$ cat src/rtl/bql_pkg.sv
`default_nettype none
// ----------------------------------------------------------------------------
// bql_pkg: shared types and constants
// Coefficient and control types, channel count and saturation helpers for the
// six channel biquad low-pass filter.
// ----------------------------------------------------------------------------
package bql_pkg;

	localparam int NumChannels = 6;

	localparam logic signed [17:0] FwdOuterDefault  = 18'sd2893;
	localparam logic signed [17:0] FwdMiddleDefault = 18'sd5786;
	localparam logic signed [17:0] BackOneDefault   = 18'sd86780;
	localparam logic signed [17:0] BackTwoDefault   = -18'sd32814;

	localparam logic signed [23:0] HistMax = 24'sh7FFFFF;
	localparam logic signed [23:0] HistMin = -24'sh800000;
	localparam logic signed [15:0] OutMax  = 16'sh7FFF;
	localparam logic signed [15:0] OutMin  = -16'sh8000;

	localparam logic [1:0] WarmDone = 2'd2;

	typedef enum logic [1:0] {
		RegFwdOuter  = 2'd0,
		RegFwdMiddle = 2'd1,
		RegBackOne   = 2'd2,
		RegBackTwo   = 2'd3
	} cfg_reg_t;

	typedef struct packed {
		logic signed [17:0] fwd_outer;
		logic signed [17:0] fwd_middle;
		logic signed [17:0] back_one;
		logic signed [17:0] back_two;
	} coef_t;

	typedef struct packed {
		logic       accept;
		logic       adv;
		logic [1:0] warm;
		logic       run;
	} lane_ctl_t;

	function automatic logic signed [23:0] sat_hist(input logic signed [28:0] v);
		logic signed [23:0] r;
		if (v > 29'sd8388607) begin
			r = HistMax;
		end else if (v < -29'sd8388608) begin
			r = HistMin;
		end else begin
			r = v[23:0];
		end
		return r;
	endfunction

	function automatic logic signed [15:0] sat_out(input logic signed [16:0] v);
		logic signed [15:0] r;
		if (v > 17'sd32767) begin
			r = OutMax;
		end else if (v < -17'sd32768) begin
			r = OutMin;
		end else begin
			r = v[15:0];
		end
		return r;
	endfunction

endpackage
`default_nettype wire

$ cat src/rtl/bql_lane.sv
`default_nettype none
// ----------------------------------------------------------------------------
// bql_lane: one filter channel
// Input history, feed-forward stage and the recursive feedback stage of a
// direct-form-I biquad with 8 fraction bits of output history.
// ----------------------------------------------------------------------------
module bql_lane import bql_pkg::*; (
	input  wire logic               clk,
	input  wire logic               arst_n,
	input  wire lane_ctl_t          ctl,
	input  wire coef_t              coef,
	input  wire logic signed [15:0] sample,
	output logic signed [23:0]      y_s2
);

	logic signed [15:0] x1_q;
	logic signed [15:0] x2_q;
	logic signed [23:0] y1_q;
	logic signed [23:0] y2_q;
	logic signed [35:0] fwd_s1;

	logic signed [16:0] xsum;
	logic signed [34:0] prod_a;
	logic signed [33:0] prod_b;
	logic signed [35:0] fwd;
	logic signed [41:0] prod_c;
	logic signed [41:0] prod_d;
	logic signed [44:0] acc;
	logic signed [23:0] y_new;

	always_comb begin
		xsum   = 17'(sample) + 17'(x2_q);
		prod_a = 35'(coef.fwd_outer) * 35'(xsum);
		prod_b = 34'(coef.fwd_middle) * 34'(x1_q);
		fwd    = 36'(prod_a) + 36'(prod_b);
	end

	always_comb begin
		prod_c = 42'(coef.back_one) * 42'(y1_q);
		prod_d = 42'(coef.back_two) * 42'(y2_q);
		acc    = (45'(fwd_s1) <<< 8) + 45'(prod_c) + 45'(prod_d) + 45'sd32768;
		y_new  = sat_hist(29'(acc >>> 16));
	end

	always_ff @(posedge clk or negedge arst_n) begin
		if (!arst_n) begin
			x1_q <= '0;
			x2_q <= '0;
		end else if (ctl.accept) begin
			case (ctl.warm)
				2'd0: begin
					x2_q <= sample;
				end
				2'd1: begin
					x1_q <= sample;
				end
				default: begin
					x2_q <= x1_q;
					x1_q <= sample;
				end
			endcase
		end
	end

	always_ff @(posedge clk or negedge arst_n) begin
		if (!arst_n) begin
			y1_q <= '0;
			y2_q <= '0;
		end else if (ctl.run) begin
			y2_q <= y1_q;
			y1_q <= y_new;
		end
	end

	always_ff @(posedge clk) begin
		if (ctl.adv) begin
			fwd_s1 <= fwd;
			y_s2   <= y_new;
		end
	end

endmodule
`default_nettype wire

$ cat config.mk
export PLATFORM = sky130hd
export DESIGN_NAME = bql_lane
export DESIGN_NICKNAME = d
export VERILOG_FILES = /design/src/rtl/bql_pkg.sv /design/src/rtl/bql_lane.sv
export SDC_FILE = /design/constraint.sdc
export NUM_CORES = 2
export LEC_CHECK = 0
export BUFFER_PORTS_ARGS = -buffer_cell sky130_fd_sc_hd__buf_4
export CORE_UTILIZATION = 55
export CTS_CLUSTER_DIAMETER = 50
export DETAILED_ROUTE_END_ITERATION = 10
export HOLD_SLACK_MARGIN = 0.03
export PLACE_DENSITY = 0.71
export SLEW_MARGIN = 20
export SYNTH_ARGS = -nofsm -noshare
export SYNTH_HDL_FRONTEND = slang
export SYNTH_SLANG_ARGS = --single-unit
$ cat constraint.sdc
create_clock -name clk -period 12.2 [get_ports clk]
set_input_delay 1.22 -clock clk [delete_from_list [all_inputs] [get_ports clk]]
set_output_delay 1.22 -clock clk [all_outputs]
set_load 0.005 [all_outputs]
# Yosys cells after proc, flatten, opt, wreduce, memory -nomap -nowiden
# Cells that the tools add are included.
dict set report classes {
  muxes 3
  n_mul 4
  n_reduce_logical 3
  bitwise 2
  eq_ne 1
  magnitude_cmp 2
  n_addsub 5
}
# cell count
set op_table {}
lappend op_table {{$mul A18 B24 Y42} 2}
lappend op_table {{$mux W24} 2}
lappend op_table {{$add A44 B42 Y45} 1}
lappend op_table {{$add A45 B17 Y45 const B} 1}
lappend op_table {{$add A45 B42 Y45} 1}
lappend op_table {{$add A35 B34 Y36} 1}
lappend op_table {{$mul A18 B17 Y35} 1}
lappend op_table {{$mul A18 B16 Y34} 1}
lappend op_table {{$pmux W16 S2} 1}
lappend op_table {{$gt A29 B24 Y1 const B} 1}
lappend op_table {{$lt A29 B24 Y1 const B} 1}
lappend op_table {{$add A16 B16 Y17} 1}
lappend op_table {{$reduce_and A2 Y1} 2}
lappend op_table {{$eq A2 B1 Y1 const B} 1}
lappend op_table {{$logic_not A2 Y1} 1}
lappend op_table {{$not A1 Y1} 2}
dict set report totals {
  elab_cells 26
  reg_bits 140
  input_bits 95
}

# Logic depth before layout (Yosys ltp)
dict set report depth {
  ltp_word 7
  depth_mapped 38
  depth_no_buf 36
}

# Worst setup path before layout
# No wires, ideal clock.
dict set report synth_timing {
  path_kind {input -> register}
  from {input sample[0]}
  to {register fwd_s1[35] (data pin)}
  path_stages 36
  setup_ps 260
  required_time_ps 11940
  setup_slack_ps 1887
  arrival_time_ps 10053
  path_buffers 2
  path_cell_list {ha_1 -> fa_1 -> a21o_1 -> a21oi_1 -> o21bai_1 -> a21o_1 -> a21oi_1 -> o211ai_1 -> nand2_1 -> o21ai_0 -> nor2_1 -> clkbuf_1 -> nand2_1 -> fa_1 -> inv_1 -> fa_1 -> fa_1 -> inv_1 -> fa_1 -> fa_1 -> fa_1 -> fa_1 -> inv_1 -> fa_1 -> ha_1 -> clkbuf_1 -> a21o_1 -> a21o_1 -> a21o_1 -> a221o_1 -> a2111o_1 -> a21oi_1 -> nor2_1 -> a211o_1 -> a21oi_1 -> xnor2_1}
}
dict set report synth_between {
  elab_chain_cells 3
}
# item line
set synth_lines {}
lappend synth_lines {{start, declared} bql_lane.sv:12} ;# input wire logic signed [15:0] sample,
lappend synth_lines {{$add A16 B16 Y17} bql_lane.sv:32} ;# xsum = 17'(sample) + 17'(x2_q);
lappend synth_lines {{$mul A18 B17 Y35} bql_lane.sv:33} ;# prod_a = 35'(coef.fwd_outer) * 35'(xsum);
lappend synth_lines {{$add A35 B34 Y36} bql_lane.sv:35} ;# fwd = 36'(prod_a) + 36'(prod_b);
lappend synth_lines {{via fwd[35]} bql_lane.sv:25} ;# logic signed [35:0] fwd;
lappend synth_lines {{end signal, assigned} bql_lane.sv:77} ;# fwd_s1 <= fwd;
lappend synth_lines {{end, declared} bql_lane.sv:20} ;# logic signed [35:0] fwd_s1;
# The timed path passes the listed nets, and every way through them passes these cells.
# A chain may end at the register's enable or synchronous reset.

# Final worst setup path
dict set report layout_timing {
  from {input sample[0]}
  to {register fwd_s1[34] (data pin)}
}
# Same word-level chain as after synthesis.

==> qor.txt <==
Final GP Congestion: 0.920
DR WL/cell: 19.0 um
Count of cell types in the netlist: 71
Fmax: 0.0961 GHz
Primary FF master, synth: dfrtp_1
Via count: 39,739
Reg clk slew, reported paths: 0.07 ns
Routed Antenna Nets: 0
Area added between synthesis and finish: 4.13%
Design area: 62,000 um^2
Cells after Synth: 6,162
Initial antenna violation count: 11
IO Count: 119
Height of the chip: 331 um
Clock latency on the worst-skew pair: 0.53 ns
Clk sink count: 140
Fin. Hold Viols: 0
Final setup viols: 0
Worst-path fanout max: 19
Post-DR vias/cell: 5.31
Num rows: 120
CTS resizes: 0
Die W: 331 um
Final nets: 8,140
Core area: 107,000 um^2
RSZ-0062 raised after global routing: false
Max_cap viols: 0
Starting Density: 55.6%
CTS tree: done
Post-route insts no fill: 7,477
Final Cycle Share: 85.3%
Drt pass-1 iters: 6
Register area share after synthesis: 6.38%
Slew @ Worst Pin: 1.17 ns
Full die area: 110,000 um^2
TNS Setup: 0 ns
Setup crit start kind: input port
Num CTS Buffers: 17
Critical Path RT: 12.46 ns
IO Port Bufs: 118
Largest net degree at the start of global routing: 61
Crit-path slowest cell: fa_1
Buffer depth of the longest clock path: 2
Post-DP Area: 61,500 um^2
Crit. End Element: flop
Total GRT Usage: 28.0%
Slew Limit Fails: 0
Critical path class: in2reg
Grt total ovfl: 0
Cts hold-fix bufs: 0
YS warnings: 0
Post-Route Utilization: 57.9%
Syn_nets: 8,243
Netlist Area Pre-Place: 59,600 um^2
Critical Path Max Stage Delay: 0.54 ns
Crit path DAT: 10.67 ns
DRC viols: 0
Clock period minus worst slack: 10.41 ns
Outcome: finished, final reports clean
Hold WC Path Type: reg2reg
Clock skew: 0.0346 ns
Total Wirelength: 142,000 um
Asr flop ratio synth: 57.1%
Largest delay share family, worst path: adder cells
Worst slew margin: 22.2%
Dpl hpwl: 125,000 um
DRT iter0 DRCs: 2,160
First-pass GRT wire length: 237,000 um
H-Tree Depth: 4
Placed Instances: 7,443
Number of global-route vias before repair: 44,466
Syn_area_per_cell: 9.67 um^2
Fraction of layout cells with a size suffix above 1: 4.43%
Postcts setup bufs: 0
Root Driver: clkbuf_16
CP most frequent cell: fa_1
EDFF count, synth: 60
Buf/Inv on CP: 7
Synth Register Bits: 140
layout by cell type (no fill, tap or decap), types with 9 or more instances in the layout:
cell,instances
fa_1,1656
ha_1,330
a21oi_1,66
and2_1,516
xor2_1,28
o21a_1,9
a21o_1,29
clkbuf_16,18
dfrtp_1,80
xnor2_1,67
mux2_2,40
nand3_1,18
o21ai_1,27
a211oi_1,9
o311ai_1,14
buf_4,158
nand2b_1,41
inv_1,1670
nor2_1,71
nand2_1,939
o21ai_0,47
mux2i_1,16
or2_2,19
edfxtp_1,60
nor3_1,17
flip-flops by register name (all words and copies together), names as in the netlist:
| register | count |
|---|---|
| fwd_s1 | 36 |
| x1_q | 16 |
| x2_q | 16 |
| y1_q | 24 |
| y2_q | 24 |
| y_s2 | 24 |
routing by layer:
layer	share of wire (%)	GRT usage (%)
met1	42	37.7
met4	2.8	8.16
met2	48	46.7
met5	0.090	0
met3	7.1	4.83
cell usage after synthesis (18+ instances only):
cell | n | share of area [%]
xnor2_1 | 67 | 0.99
a21o_1 | 29 | 0.37
inv_1 | 1671 | 11
xor2_1 | 28 | 0.41
edfxtp_1 | 60 | 3.0
dfrtp_1 | 80 | 3.4
nand2_1 | 939 | 5.9
or2_2 | 19 | 0.20
o21ai_0 | 48 | 0.40
ha_1 | 330 | 6.9
and2_1 | 516 | 5.4
nor2_1 | 72 | 0.45
mux2_2 | 40 | 0.76
a21oi_1 | 66 | 0.55
nand3_1 | 18 | 0.15
o21ai_1 | 27 | 0.23
clkbuf_1 | 267 | 1.7
fa_1 | 1656 | 56
nand2b_1 | 41 | 0.43
through the flow:
step,setup WS (ns),hold WS (ns)
after global routing,1.33,0.511
after global placement,1.42,0.465
after floorplan,1.89,0.454
after CTS,1.91,0.491
final,1.79,0.489
after detailed placement,1.31,0.475
path summary, 6_finish.rpt:
| kind | startpoint | to | slack, ns | depth (start not counted) |
|---|---|---|---|---|
| max in group asynchronous | arst_n | x1_q[5] | 10.36 | 2 |
| max reg2reg | y1_q[23] | y_s2[12] | 2.24 | 24 |
| max | sample[0] | fwd_s1[34] | 1.79 | 37 |
| min | y1_q[13] | y1_q[13] | 0.49 | 2 |
| min in group asynchronous | arst_n | y1_q[19] | 0.74 | 1 |
| min reg2reg | y1_q[13] | y1_q[13] | 0.49 | 2 |
worst min-delay path, cell delays in order (launching register included):
cell      delay (ns)
dfrtp_1         0.35
nand2_1         0.05
o311ai_1        0.06
final cells by class:
cell class	instances	area (um^2)
multi-input combinational	4070	48400
clock inverter	13	124
inverter	1672	6280
tap	1403	1760
antenna	2	5.00
sequential	140	3800
timing repair buffer	158	1190
fill	9194	45200
clock buffer	19	454
kinds of logic after synthesis:
group | count (synthesis) | share of synthesized area [%]
DFF | 140 | 6.38
and+or+nand+nor | 1660 | 13.2
AOI/OAI and AO/OA | 273 | 3.11
xor gates and xnor gates | 95 | 1.40
muxes | 56 | 1.02
buffers and inverters | 1952 | 12.3
adders and majority gates | 1986 | 62.6
Power is not shown: default switching activity piles up to over one toggle a cycle in this logic, so the estimate is an artifact.
