File: config.mk
export PLATFORM = sky130hd
export DESIGN_NAME = bql_out_flat
export DESIGN_NICKNAME = d
export VERILOG_FILES = /design/src/rtl/bql_pkg.sv /design/src/rtl/bql_if.sv /design/src/rtl/bql_out.sv /design/src/flat_wrapper.sv
export SDC_FILE = /design/constraint.sdc
export NUM_CORES = 1
export LEC_CHECK = 0
export BUFFER_PORTS_ARGS = -buffer_cell sky130_fd_sc_hd__buf_4
export CORE_MARGIN = 2
export CORE_UTILIZATION = 35
export CTS_CLUSTER_DIAMETER = 120
export DETAILED_ROUTE_END_ITERATION = 16
export GPL_TIMING_DRIVEN = 0
export HOLD_SLACK_MARGIN = 0.15
export SLEW_MARGIN = 15
export SYNTH_ARGS = -nofsm -noshare
export SYNTH_HDL_FRONTEND = slang
export SYNTH_SLANG_ARGS = --single-unit
File: constraint.sdc
create_clock -name clk -period 4.2 [get_ports clk]
set_input_delay 0.63 -clock clk [delete_from_list [all_inputs] [get_ports clk]]
set_output_delay 0.63 -clock clk [all_outputs]
set_load 0.03 [all_outputs]
File: src/rtl/bql_pkg.sv
`default_nettype none
// ----------------------------------------------------------------------------
// bql_pkg: shared types and constants
// Coefficient and control types, channel count and saturation helpers for the
// six channel biquad low-pass filter.
// ----------------------------------------------------------------------------
package bql_pkg;

	localparam int NumChannels = 6;

	localparam logic signed [17:0] FwdOuterDefault  = 18'sd2893;
	localparam logic signed [17:0] FwdMiddleDefault = 18'sd5786;
	localparam logic signed [17:0] BackOneDefault   = 18'sd86780;
	localparam logic signed [17:0] BackTwoDefault   = -18'sd32814;

	localparam logic signed [23:0] HistMax = 24'sh7FFFFF;
	localparam logic signed [23:0] HistMin = -24'sh800000;
	localparam logic signed [15:0] OutMax  = 16'sh7FFF;
	localparam logic signed [15:0] OutMin  = -16'sh8000;

	localparam logic [1:0] WarmDone = 2'd2;

	typedef enum logic [1:0] {
		RegFwdOuter  = 2'd0,
		RegFwdMiddle = 2'd1,
		RegBackOne   = 2'd2,
		RegBackTwo   = 2'd3
	} cfg_reg_t;

	typedef struct packed {
		logic signed [17:0] fwd_outer;
		logic signed [17:0] fwd_middle;
		logic signed [17:0] back_one;
		logic signed [17:0] back_two;
	} coef_t;

	typedef struct packed {
		logic       accept;
		logic       adv;
		logic [1:0] warm;
		logic       run;
	} lane_ctl_t;

	function automatic logic signed [23:0] sat_hist(input logic signed [28:0] v);
		logic signed [23:0] r;
		if (v > 29'sd8388607) begin
			r = HistMax;
		end else if (v < -29'sd8388608) begin
			r = HistMin;
		end else begin
			r = v[23:0];
		end
		return r;
	endfunction

	function automatic logic signed [15:0] sat_out(input logic signed [16:0] v);
		logic signed [15:0] r;
		if (v > 17'sd32767) begin
			r = OutMax;
		end else if (v < -17'sd32768) begin
			r = OutMin;
		end else begin
			r = v[15:0];
		end
		return r;
	endfunction

endpackage
`default_nettype wire

File: src/rtl/bql_if.sv
`default_nettype none


interface bql_result_if;
	logic               valid;
	logic               ready;
	logic signed [15:0] filtered_0;
	logic signed [15:0] filtered_1;
	logic signed [15:0] filtered_2;
	logic signed [15:0] filtered_3;
	logic signed [15:0] filtered_4;
	logic signed [15:0] filtered_5;
	logic               settled;

	modport source (output valid, filtered_0, filtered_1, filtered_2, filtered_3,
		filtered_4, filtered_5, settled, input ready);
	modport sink (input valid, filtered_0, filtered_1, filtered_2, filtered_3,
		filtered_4, filtered_5, settled, output ready);
endinterface

`default_nettype wire

File: src/rtl/bql_out.sv
`default_nettype none
// ----------------------------------------------------------------------------
// bql_out: result merge and output register
// Rounds and saturates every lane's history value, zeroes the vector during
// warm-up and holds the combined result until the receiver takes it.
// ----------------------------------------------------------------------------
module bql_out import bql_pkg::*; (
	input  wire logic               clk,
	input  wire logic               arst_n,
	input  wire logic signed [23:0] y_s2 [NumChannels],
	input  wire logic               valid_s2,
	input  wire logic               settled_s2,
	output logic                    adv,
	bql_result_if.source            res
);

	logic               valid_q;
	logic               settled_q;
	logic signed [15:0] filt_q [NumChannels];
	logic signed [24:0] rnd    [NumChannels];
	logic signed [15:0] filt   [NumChannels];

	assign adv = !valid_q || res.ready;

	always_comb begin
		for (int k = 0; k < NumChannels; k++) begin
			rnd[k]  = 25'(y_s2[k]) + 25'sd128;
			filt[k] = settled_s2 ? sat_out(17'(rnd[k] >>> 8)) : '0;
		end
	end

	always_ff @(posedge clk or negedge arst_n) begin
		if (!arst_n) begin
			valid_q <= 1'b0;
		end else if (adv) begin
			valid_q <= valid_s2;
		end
	end

	always_ff @(posedge clk) begin
		if (adv && valid_s2) begin
			filt_q    <= filt;
			settled_q <= settled_s2;
		end
	end

	assign res.valid      = valid_q;
	assign res.settled    = settled_q;
	assign res.filtered_0 = filt_q[0];
	assign res.filtered_1 = filt_q[1];
	assign res.filtered_2 = filt_q[2];
	assign res.filtered_3 = filt_q[3];
	assign res.filtered_4 = filt_q[4];
	assign res.filtered_5 = filt_q[5];

endmodule
`default_nettype wire

File: src/flat_wrapper.sv
// flat-port wrapper written by rule: the top's interface ports become plain ports
module bql_out_flat import bql_pkg::*;
  (clk, arst_n, y_s2, valid_s2, settled_s2, adv, res_valid, res_filtered_0, res_filtered_1, res_filtered_2, res_filtered_3, res_filtered_4, res_filtered_5, res_settled, res_ready);
  bql_result_if res_i ();
  input  wire logic clk;
  input  wire logic arst_n;
  input  wire logic signed [23:0] y_s2[NumChannels];
  input  wire logic valid_s2;
  input  wire logic settled_s2;
  output logic adv;
  output wire logic [$bits(res_i.valid)-1:0] res_valid;
  output wire logic [$bits(res_i.filtered_0)-1:0] res_filtered_0;
  output wire logic [$bits(res_i.filtered_1)-1:0] res_filtered_1;
  output wire logic [$bits(res_i.filtered_2)-1:0] res_filtered_2;
  output wire logic [$bits(res_i.filtered_3)-1:0] res_filtered_3;
  output wire logic [$bits(res_i.filtered_4)-1:0] res_filtered_4;
  output wire logic [$bits(res_i.filtered_5)-1:0] res_filtered_5;
  output wire logic [$bits(res_i.settled)-1:0] res_settled;
  input wire logic [$bits(res_i.ready)-1:0] res_ready;
  assign res_valid = res_i.valid;
  assign res_filtered_0 = res_i.filtered_0;
  assign res_filtered_1 = res_i.filtered_1;
  assign res_filtered_2 = res_i.filtered_2;
  assign res_filtered_3 = res_i.filtered_3;
  assign res_filtered_4 = res_i.filtered_4;
  assign res_filtered_5 = res_i.filtered_5;
  assign res_settled = res_i.settled;
  assign res_i.ready = res_ready;
  bql_out u_core (.clk(clk), .arst_n(arst_n), .y_s2(y_s2), .valid_s2(valid_s2), .settled_s2(settled_s2), .adv(adv), .res(res_i));
endmodule
# Word-level counts from Yosys, hierarchy flattened
# Index checks and enable logic that the tools add are counted.
dict set report classes {
  add_sub_neg 6
  order_cmp 12
  muxes 12
  n_bitwise 1
  n_reduce_logical 9
}
# operator count
set ops {}
lappend ops {{$add 24x9->25 const B} 6}
lappend ops {{$gt 17x16->1 const B} 6}
lappend ops {{$lt 17x16->1 const B} 6}
lappend ops {{$mux 16} 6}
lappend ops {{$mux 15} 6}
lappend ops {{$reduce_or 2->1} 6}
lappend ops {{$logic_and 1x1->1} 1}
lappend ops {{$logic_not 1->1} 1}
lappend ops {{$logic_or 1x1->1} 1}
lappend ops {{$not 1->1} 1}
dict set report word_totals {
  regBits 98
  word_cells 54
}

# Logic depth before layout (Yosys ltp)
# Gate-level depths: netlist (run 1).
dict set report logic_depth {
  depth_word 4
  ltp_mapped 7
  mapped_depth_nobuf 6
}

# Least setup slack after synthesis (run 1)
# No wires, ideal clock.
dict set report synth_timing {
  kind {input to register}
  start {in res_ready}
  end {reg u_core.filt_q, in the netlist u_core.res.filtered_0[0] (enable)}
  setup_time_ns 0.466
  arrival_time_ns 3.259
  required_time_ns 3.734
  setup_slack_ns 0.475
  path_stages 2
  path_buffers 0
  cell_sequence {nand2b_1 and2_1}
}
dict set report synth_between {
  elab_chain_len 2
}
# item line_no
set synth_rtl {}
lappend synth_rtl {{start: declaration} flat_wrapper.sv:19} ;# input wire logic [$bits(res_i.ready)-1:0] res_ready;
lappend synth_rtl {{$logic_or 1x1->1} bql_out.sv:23} ;# assign adv = !valid_q || res.ready;
lappend synth_rtl {{$logic_and 1x1->1} bql_out.sv:41} ;# if (adv && valid_s2) begin
lappend synth_rtl {{end signal: assignment} bql_out.sv:42} ;# filt_q <= filt;
lappend synth_rtl {{end: declaration} bql_out.sv:19} ;# logic signed [15:0] filt_q [NumChannels];
# No other way between the ends.
# A chain may end at the register's enable or synchronous reset.

# Worst setup path in the final report (run 1)
dict set report layout_timing {
  start {in y_s2[31] in the netlist's numbering}
  end {reg u_core.filt_q, in the netlist u_core.res.filtered_4[10] (data pin)}
}
dict set report layout_between {
  elab_chain_len 4
  elab_cells_between_ends 5
  classes_between {add/sub: 1; order compare: 2; mux: 2}
}
# item line_no
set layout_rtl {}
lappend layout_rtl {{start: declaration} flat_wrapper.sv:7} ;# input wire logic signed [23:0] y_s2[NumChannels];
lappend layout_rtl {{$add 24x9->25 (*)} bql_out.sv:27} ;# rnd[k] = 25'(y_s2[k]) + 25'sd128;
lappend layout_rtl {{$lt 17x16->1} bql_pkg.sv:60} ;# end else if (v < -17'sd32768) begin
lappend layout_rtl {{$mux 16} bql_pkg.sv:60}
lappend layout_rtl {{$mux 15 (*)} bql_pkg.sv:58} ;# if (v > 17'sd32767) begin
# Every way passes the cells marked *; elsewhere a longest branch is shown, timed or not.

==> results.py, run 1 <==
metrics = {
    "final_layout": {
        "fin_cells": 978,
        "multi_input_area_mm2": 0.00252,
        "final_cell_area_mm2": 0.00774,
        "final_core_util": 0.493,
        "syn2layout_area_growth_pct": 38.6,
        "nets": 913,
        "fillers": 1454,
        "n_antenna_cell": 0,
        "drive_gt1_frac": 0.314,
        "regArea_mm2": 0.00294,
    },
    "die": {
        "die_h_um": 130,
        "ios": 248,
        "core_mm2": 0.0157,
        "initial_utilization": 0.355,
        "dieArea_mm2": 0.0170,
        "num_rows": 46,
        "die_w_um": 130,
    },
    "yosys": {
        "yosysSeqAreaShare": 0.526,
        "synthCells": 540,
        "synth_edf_count": 97,
        "synth_ff_type": "edfxtp_1",
        "ys_types": 42,
        "ys_ff_latch": 98,
        "avgSynthCellArea_um2": 10.3,
        "async_flop_share": 0.0102,
        "yosys_warnings": 0,
        "syn_area_mm2": 0.00558,
        "syn_nets": 695,
    },
    "sta": {
        "setup_viol": 0,
        "relSlewSlack": 0.495,
        "hold_viol": 0,
        "skew_ps": 10.5,
        "period_needed_ps": 2210,
        "worst_slew_pin_slew_ps": 758,
        "finalCritPeriodShare": 0.526,
        "maxSlewViolCount": 0,
        "fmax_ghz": 0.453,
        "rsz0062_at_grt": "no",
    },
    "global_routing": {
        "track_usage": 0.184,
        "antenna_found_initial": 0,
        "grt_overflow_total": 0,
        "grt_max_degree": 55,
        "first_global_vias": 4716,
        "grt_pass1_wl_um": 24200,
    },
    "placed_design": {
        "gp_congestion": 0.874,
        "placed_cell_area_mm2": 0.00742,
        "dpl.hpwl_um": 12100,
        "placed_cells": 962,
        "port_buffers": 205,
    },
    "cts": {
        "clk_pin_slew_ps": 70,
        "cts.sinks": 98,
        "cts_resized": 0,
        "cts_made_buffers": 9,
        "cts.root.buffer_cell": "clkbuf_16",
        "insertion_delay_ps": 350,
        "cts_tree": "built",
        "clockBufferDepth": 2,
        "cts-htree-levels": 3,
    },
    "setup_path": {
        "arrival_ps": 2310,
        "crit_path_max_fanout": 8,
        "critical_path.endpoint": "u_core.res.filtered_4[10]",
        "r2r-end": "u_core.res.filtered_5[12]",
        "critPathLaunch": "y_s2[31]",
        "crit_type": "in -> reg",
        "crit_required_ps": 4300,
        "ff2ff_setup_slack_ps": 2360,
        "r2r.worst_path.cells": 3,
        "end_kind": "flop",
        "reg2reg_from": "u_core.res.valid",
        "cp-start-kind": "input pin",
    },
    "routing": {
        "dr.first_iter.drc_count": 339,
        "vias_per_cell": 5.07,
        "dr.pass1.iters": 4,
        "routed_wl_um": 15600,
        "ant_nets": 0,
        "wl_per_cell_um": 16.0,
        "drc": 0,
        "vias": 4957,
    },
    "power_and_ir_drop": {
        "power_leakage_nw": 3.03,
        "power_mw": 2.56,
        "vdd_drop_max_uv": 177,
        "powerDensity_mw_per_mm2": 331,
    },
    "run": {
        "maxCapViolations": 0,
    },
    "hold_path": {
        "min_path_type": "in -> reg",
        "hold_start": "valid_s2",
    },
    "outcome": {
        "status": "finished clean",
    },
}
## Yosys cell counts (3+ instances only)
library cell  number  area share
nor3_1            11      0.0099
o21ai_1            4      0.0036
edfxtp_1          97        0.52
xnor2_1           46       0.072
nand4_1           24       0.027
and3_1            19       0.021
o21ai_0           14       0.013
and4_1            11       0.017
a21oi_1           73       0.065
a31oi_1            5      0.0056
nand3_1           40       0.036
or2_1              3      0.0034
nand2b_1          12       0.013
nor2_1            23       0.015
nor4_1             4      0.0045
ha_1               6       0.013
xor2_1            31       0.049
nand2_1           58       0.039
clkbuf_1          20       0.013
o21ai_2            7       0.011
inv_1              6      0.0040
## sequential cells by signal, summed over array words and instances, names as in the netlist
register / cells
u_core.res.filtered_3: 16
u_core.res.filtered_1: 16
u_core.res.filtered_0: 16
u_core.res.valid: 1
u_core.res.filtered_4: 16
u_core.res.filtered_5: 16
u_core.res.settled: 1
u_core.res.filtered_2: 16
## per-stage QoR
step	setup TNS (ps)	hold WS, ps	worst slack (ps)
final	0	486	1990
after global routing	0	487	1900
after CTS	0	469	2040
after detailed placement	0	406	1690
after global placement	-30240	406	-320
after floorplan	0	334	475
## cell usage in the layout, fill, tap and decap left out, types with 5 or more instances in the layout
master,n
edfxtp_1,97
xor2_1,31
xnor2_1,46
nand3_1,40
o21ai_2,7
nand2b_1,12
inv_1,6
ha_1,6
clkbuf_1,20
a21oi_1,73
and3_1,19
nand4_1,24
and4_1,11
buf_4,205
clkbuf_16,9
nor3_1,11
a31oi_1,5
nor2_1,23
o21ai_0,14
nand2_1,58
## cell families after synthesis
kind of cell	count (synthesis)	synth area share
AOI/OAI and AO/OA	112	0.112
xor gates and xnor gates	77	0.121
adders and majority gates	6	0.0134
buffers and inverters	30	0.0229
DFF	98	0.526
and+or+nand+nor	217	0.205
## power by group
group          leakage (nW)  internal [mW]  switching (mW)
Combinational          1.92          0.204           0.301
Clock                 0.152          0.521           0.367
Sequential            0.963           1.15          0.0184
Total                  3.03           1.87           0.686
## routing by layer
layer	wire length (µm)	track usage
met5	0	0
met4	287	0.0677
met3	996	0.0381
met2	7490	0.301
met1	6860	0.241
## area by class of cell
cell class | instances | area share
Tap cell | 216 | 0.0349
Multi-Input combinational cell | 412 | 0.326
Sequential cell | 98 | 0.380
Buffer | 22 | 0.0126
Timing Repair Buffer | 207 | 0.203
Clock inverter | 6 | 0.0116
Clock buffer | 9 | 0.0291
Inverter | 8 | 0.00388
## timing repair
action                    4_1_cts  5_1_grt
hold buffers                    1        0
hold endpoints to repair        1        0
setup buffers                   0        0
## worst min-delay path by stage
stage / to / slack, ps / depth (start not counted)
global placement: u_core.res.valid / 410 / 1
CTS: u_core.res.valid / 470 / 2
detailed placement: u_core.res.valid / 410 / 1
finish: u_core.res.valid / 490 / 2
global route: u_core.res.valid / 490 / 2
floorplan: u_core.res.valid / 330 / 0
## worst max-delay path: stages
cell,delay [ps]
buf_4,100
ha_1,240
and3_1,170
clkbuf_1,320
and3_1,230
nand3_1,200
and3_1,240
o21a_1,180
Note: power is estimated with default switching activity, not from simulation.
==> inputs of run 2 (changes only) <==
==> constraint.sdc (replaced) <==
create_clock -name clk -period 2.3 [get_ports clk]
set_input_delay 0.345 -clock clk [delete_from_list [all_inputs] [get_ports clk]]
set_output_delay 0.345 -clock clk [all_outputs]
set_load 0.03 [all_outputs]
==> results.py, run 2 (synthesized netlist as in run 1, its figures left out) <==
metrics = {
    "outcome": {
        "status": "finished clean",
    },
    "die": {
        "dieArea_mm2": 0.0170,
        "die_h_um": 130,
        "ios": 248,
        "core_mm2": 0.0157,
        "initial_utilization": 0.355,
        "die_w_um": 130,
        "num_rows": 46,
    },
    "final_layout": {
        "syn2layout_area_growth_pct": 39.2,
        "final_cell_mix": "buf_4 (205), edfxtp_1 (97), a21oi_1 (73)",
        "final_common_cell": "buf_4",
        "final_cell_area_mm2": 0.00777,
        "nets": 913,
        "n_antenna_cell": 0,
        "drive_gt1_frac": 0.313,
    },
    "global_routing": {
        "grt_overflow_total": 0,
        "track_usage": 0.177,
        "first_global_vias": 4612,
        "grt_max_degree": 60,
        "grt_pass1_wl_um": 23400,
        "antenna_found_initial": 0,
    },
    "power_and_ir_drop": {
        "seq_power_share": 0.446,
        "p_sw_mw": 1.23,
        "power.internal_mw": 3.54,
        "power_leakage_nw": 3.05,
        "p_clk_frac": 0.361,
        "power_mw": 4.77,
        "share_comb_of_total_power": 0.193,
        "powerDensity_mw_per_mm2": 613,
        "vdd_drop_max_uv": 327,
        "swShare": 0.258,
    },
    "cts": {
        "cts_resized": 0,
        "insertion_delay_ps": 340,
        "cts_tree": "built",
        "cts_made_buffers": 9,
        "clk_pin_slew_ps": 70,
        "cts.root.buffer_cell": "clkbuf_16",
        "clockBufferDepth": 2,
        "cts.sinks": 98,
        "cts-htree-levels": 3,
    },
    "setup_path": {
        "path_buf_inv": 2,
        "crit_path_max_fanout": 8,
        "crit_cells": 8,
        "r2r.worst_path.cells": 3,
        "crit_type": "in -> reg",
        "cp-start-kind": "input pin",
        "path_cells": "buf_4 -> ha_1 -> and3_1 -> clkbuf_1 -> and3_1 -> nand3_1 -> and3_1 -> o21a_1",
        "cp_common_cell": "and3_1",
        "slowest_stage": "clkbuf_1",
        "slowest_delay_ps": 330,
        "end_kind": "flop",
        "crit_required_ps": 2400,
        "arrival_ps": 2060,
        "critical-path-top-delay-family": "simple AND/OR/NAND/NOR gates",
    },
    "sta": {
        "maxSlewViolCount": 0,
        "hold_viol": 0,
        "setup_tns_ps": 0,
        "fmax_ghz": 0.509,
        "skew_ps": 6.22,
        "fin_ws_ps": 335,
        "rsz0062_at_grt": "no",
        "worst_slew_pin_slew_ps": 693,
        "setup_viol": 0,
        "period_needed_ps": 1970,
        "relSlewSlack": 0.538,
        "finalCritPeriodShare": 0.855,
    },
    "routing": {
        "dr.pass1.iters": 4,
        "vias": 4843,
        "drc": 0,
        "vias_per_cell": 4.95,
        "ant_nets": 0,
        "routed_wl_um": 15200,
        "dr.first_iter.drc_count": 276,
        "wl_per_cell_um": 15.5,
    },
    "placed_design": {
        "post-place-ws_ps": 37.1,
        "dpl.hpwl_um": 11800,
        "placed_cell_area_mm2": 0.00742,
        "port_buffers": 205,
        "gp_congestion": 0.862,
    },
    "hold_path": {
        "hold_depth": 2,
        "min_path_type": "in -> reg",
    },
    "run": {
        "maxCapViolations": 0,
    },
}
## run 2: changes by cell type in the layout (fill, tap and decap cells not counted), sizes merged
cell      previous run  this run
bufinv               2         3
clkbuf              29        30
clkinvlp             1         0
## run 2: worst register-to-register path, stage by stage, from the launching register on
cell and delay [ps]:
dfrtp_1 390, nand2b_1 110, and2_4 520, buf_16 350
## run 2: area by class of cell
class | count | area (µm²)
Fill cell | 1477 | 7940
Sequential cell | 98 | 2940
Multi-Input combinational cell | 412 | 2520
Timing Repair Buffer | 207 | 1580
Tap cell | 216 | 270
Clock buffer | 10 | 229
Clock inverter | 6 | 113
Buffer | 22 | 97.6
Inverter | 8 | 30.0
## run 2: per-layer routing
metal | GRT usage | up-vias | wire [µm]
met4 | 0.0576 | 0 | 151
met2 | 0.284 | 145 | 7270
met5 | 0 | - | 0
met1 | 0.229 | 2239 | 6710
li1 | - | 2447 | -
met3 | 0.0537 | 12 | 1060
## run 2: power by group through the flow
stage	Clock, mW	Sequential [mW]	Combinational (mW)
finish	1.72	2.13	0.920
global route	1.85	2.14	0.993
CTS	1.77	2.13	0.929
detailed placement	0	2.17	0.924
global placement	0	2.17	0.904
floorplan	0	2.38	0.253
## run 2: worst paths after layout
check / from / slack (ps) / to
worst max register to register: u_core.res.valid / 570 / u_core.res.filtered_5[11]
worst max-delay path: y_s2[31] / 330 / u_core.res.filtered_4[10]
worst min-delay path: valid_s2 / 200 / u_core.res.valid
max in group asynchronous: arst_n / 1910 / u_core.res.valid
worst min register to register: u_core.res.valid / 550 / u_core.res.valid
min in group asynchronous: arst_n / 310 / u_core.res.valid
## run 2: through the flow
step | utilization | cells | hold WS, ps
final | 0.495 | 979 | 201
after global routing | 0.495 | 979 | 200
after CTS | 0.495 | 979 | 181
after detailed placement | 0.472 | 962 | 121
after global placement | 0.471 | 961 | 121
after floorplan | - | 540 | 49.4
## run 2: repair_timing
item | in CTS | in global routing
hold buffers | 1 | 0
setup buffers | 0 | 0
hold endpoints to repair | 1 | 0
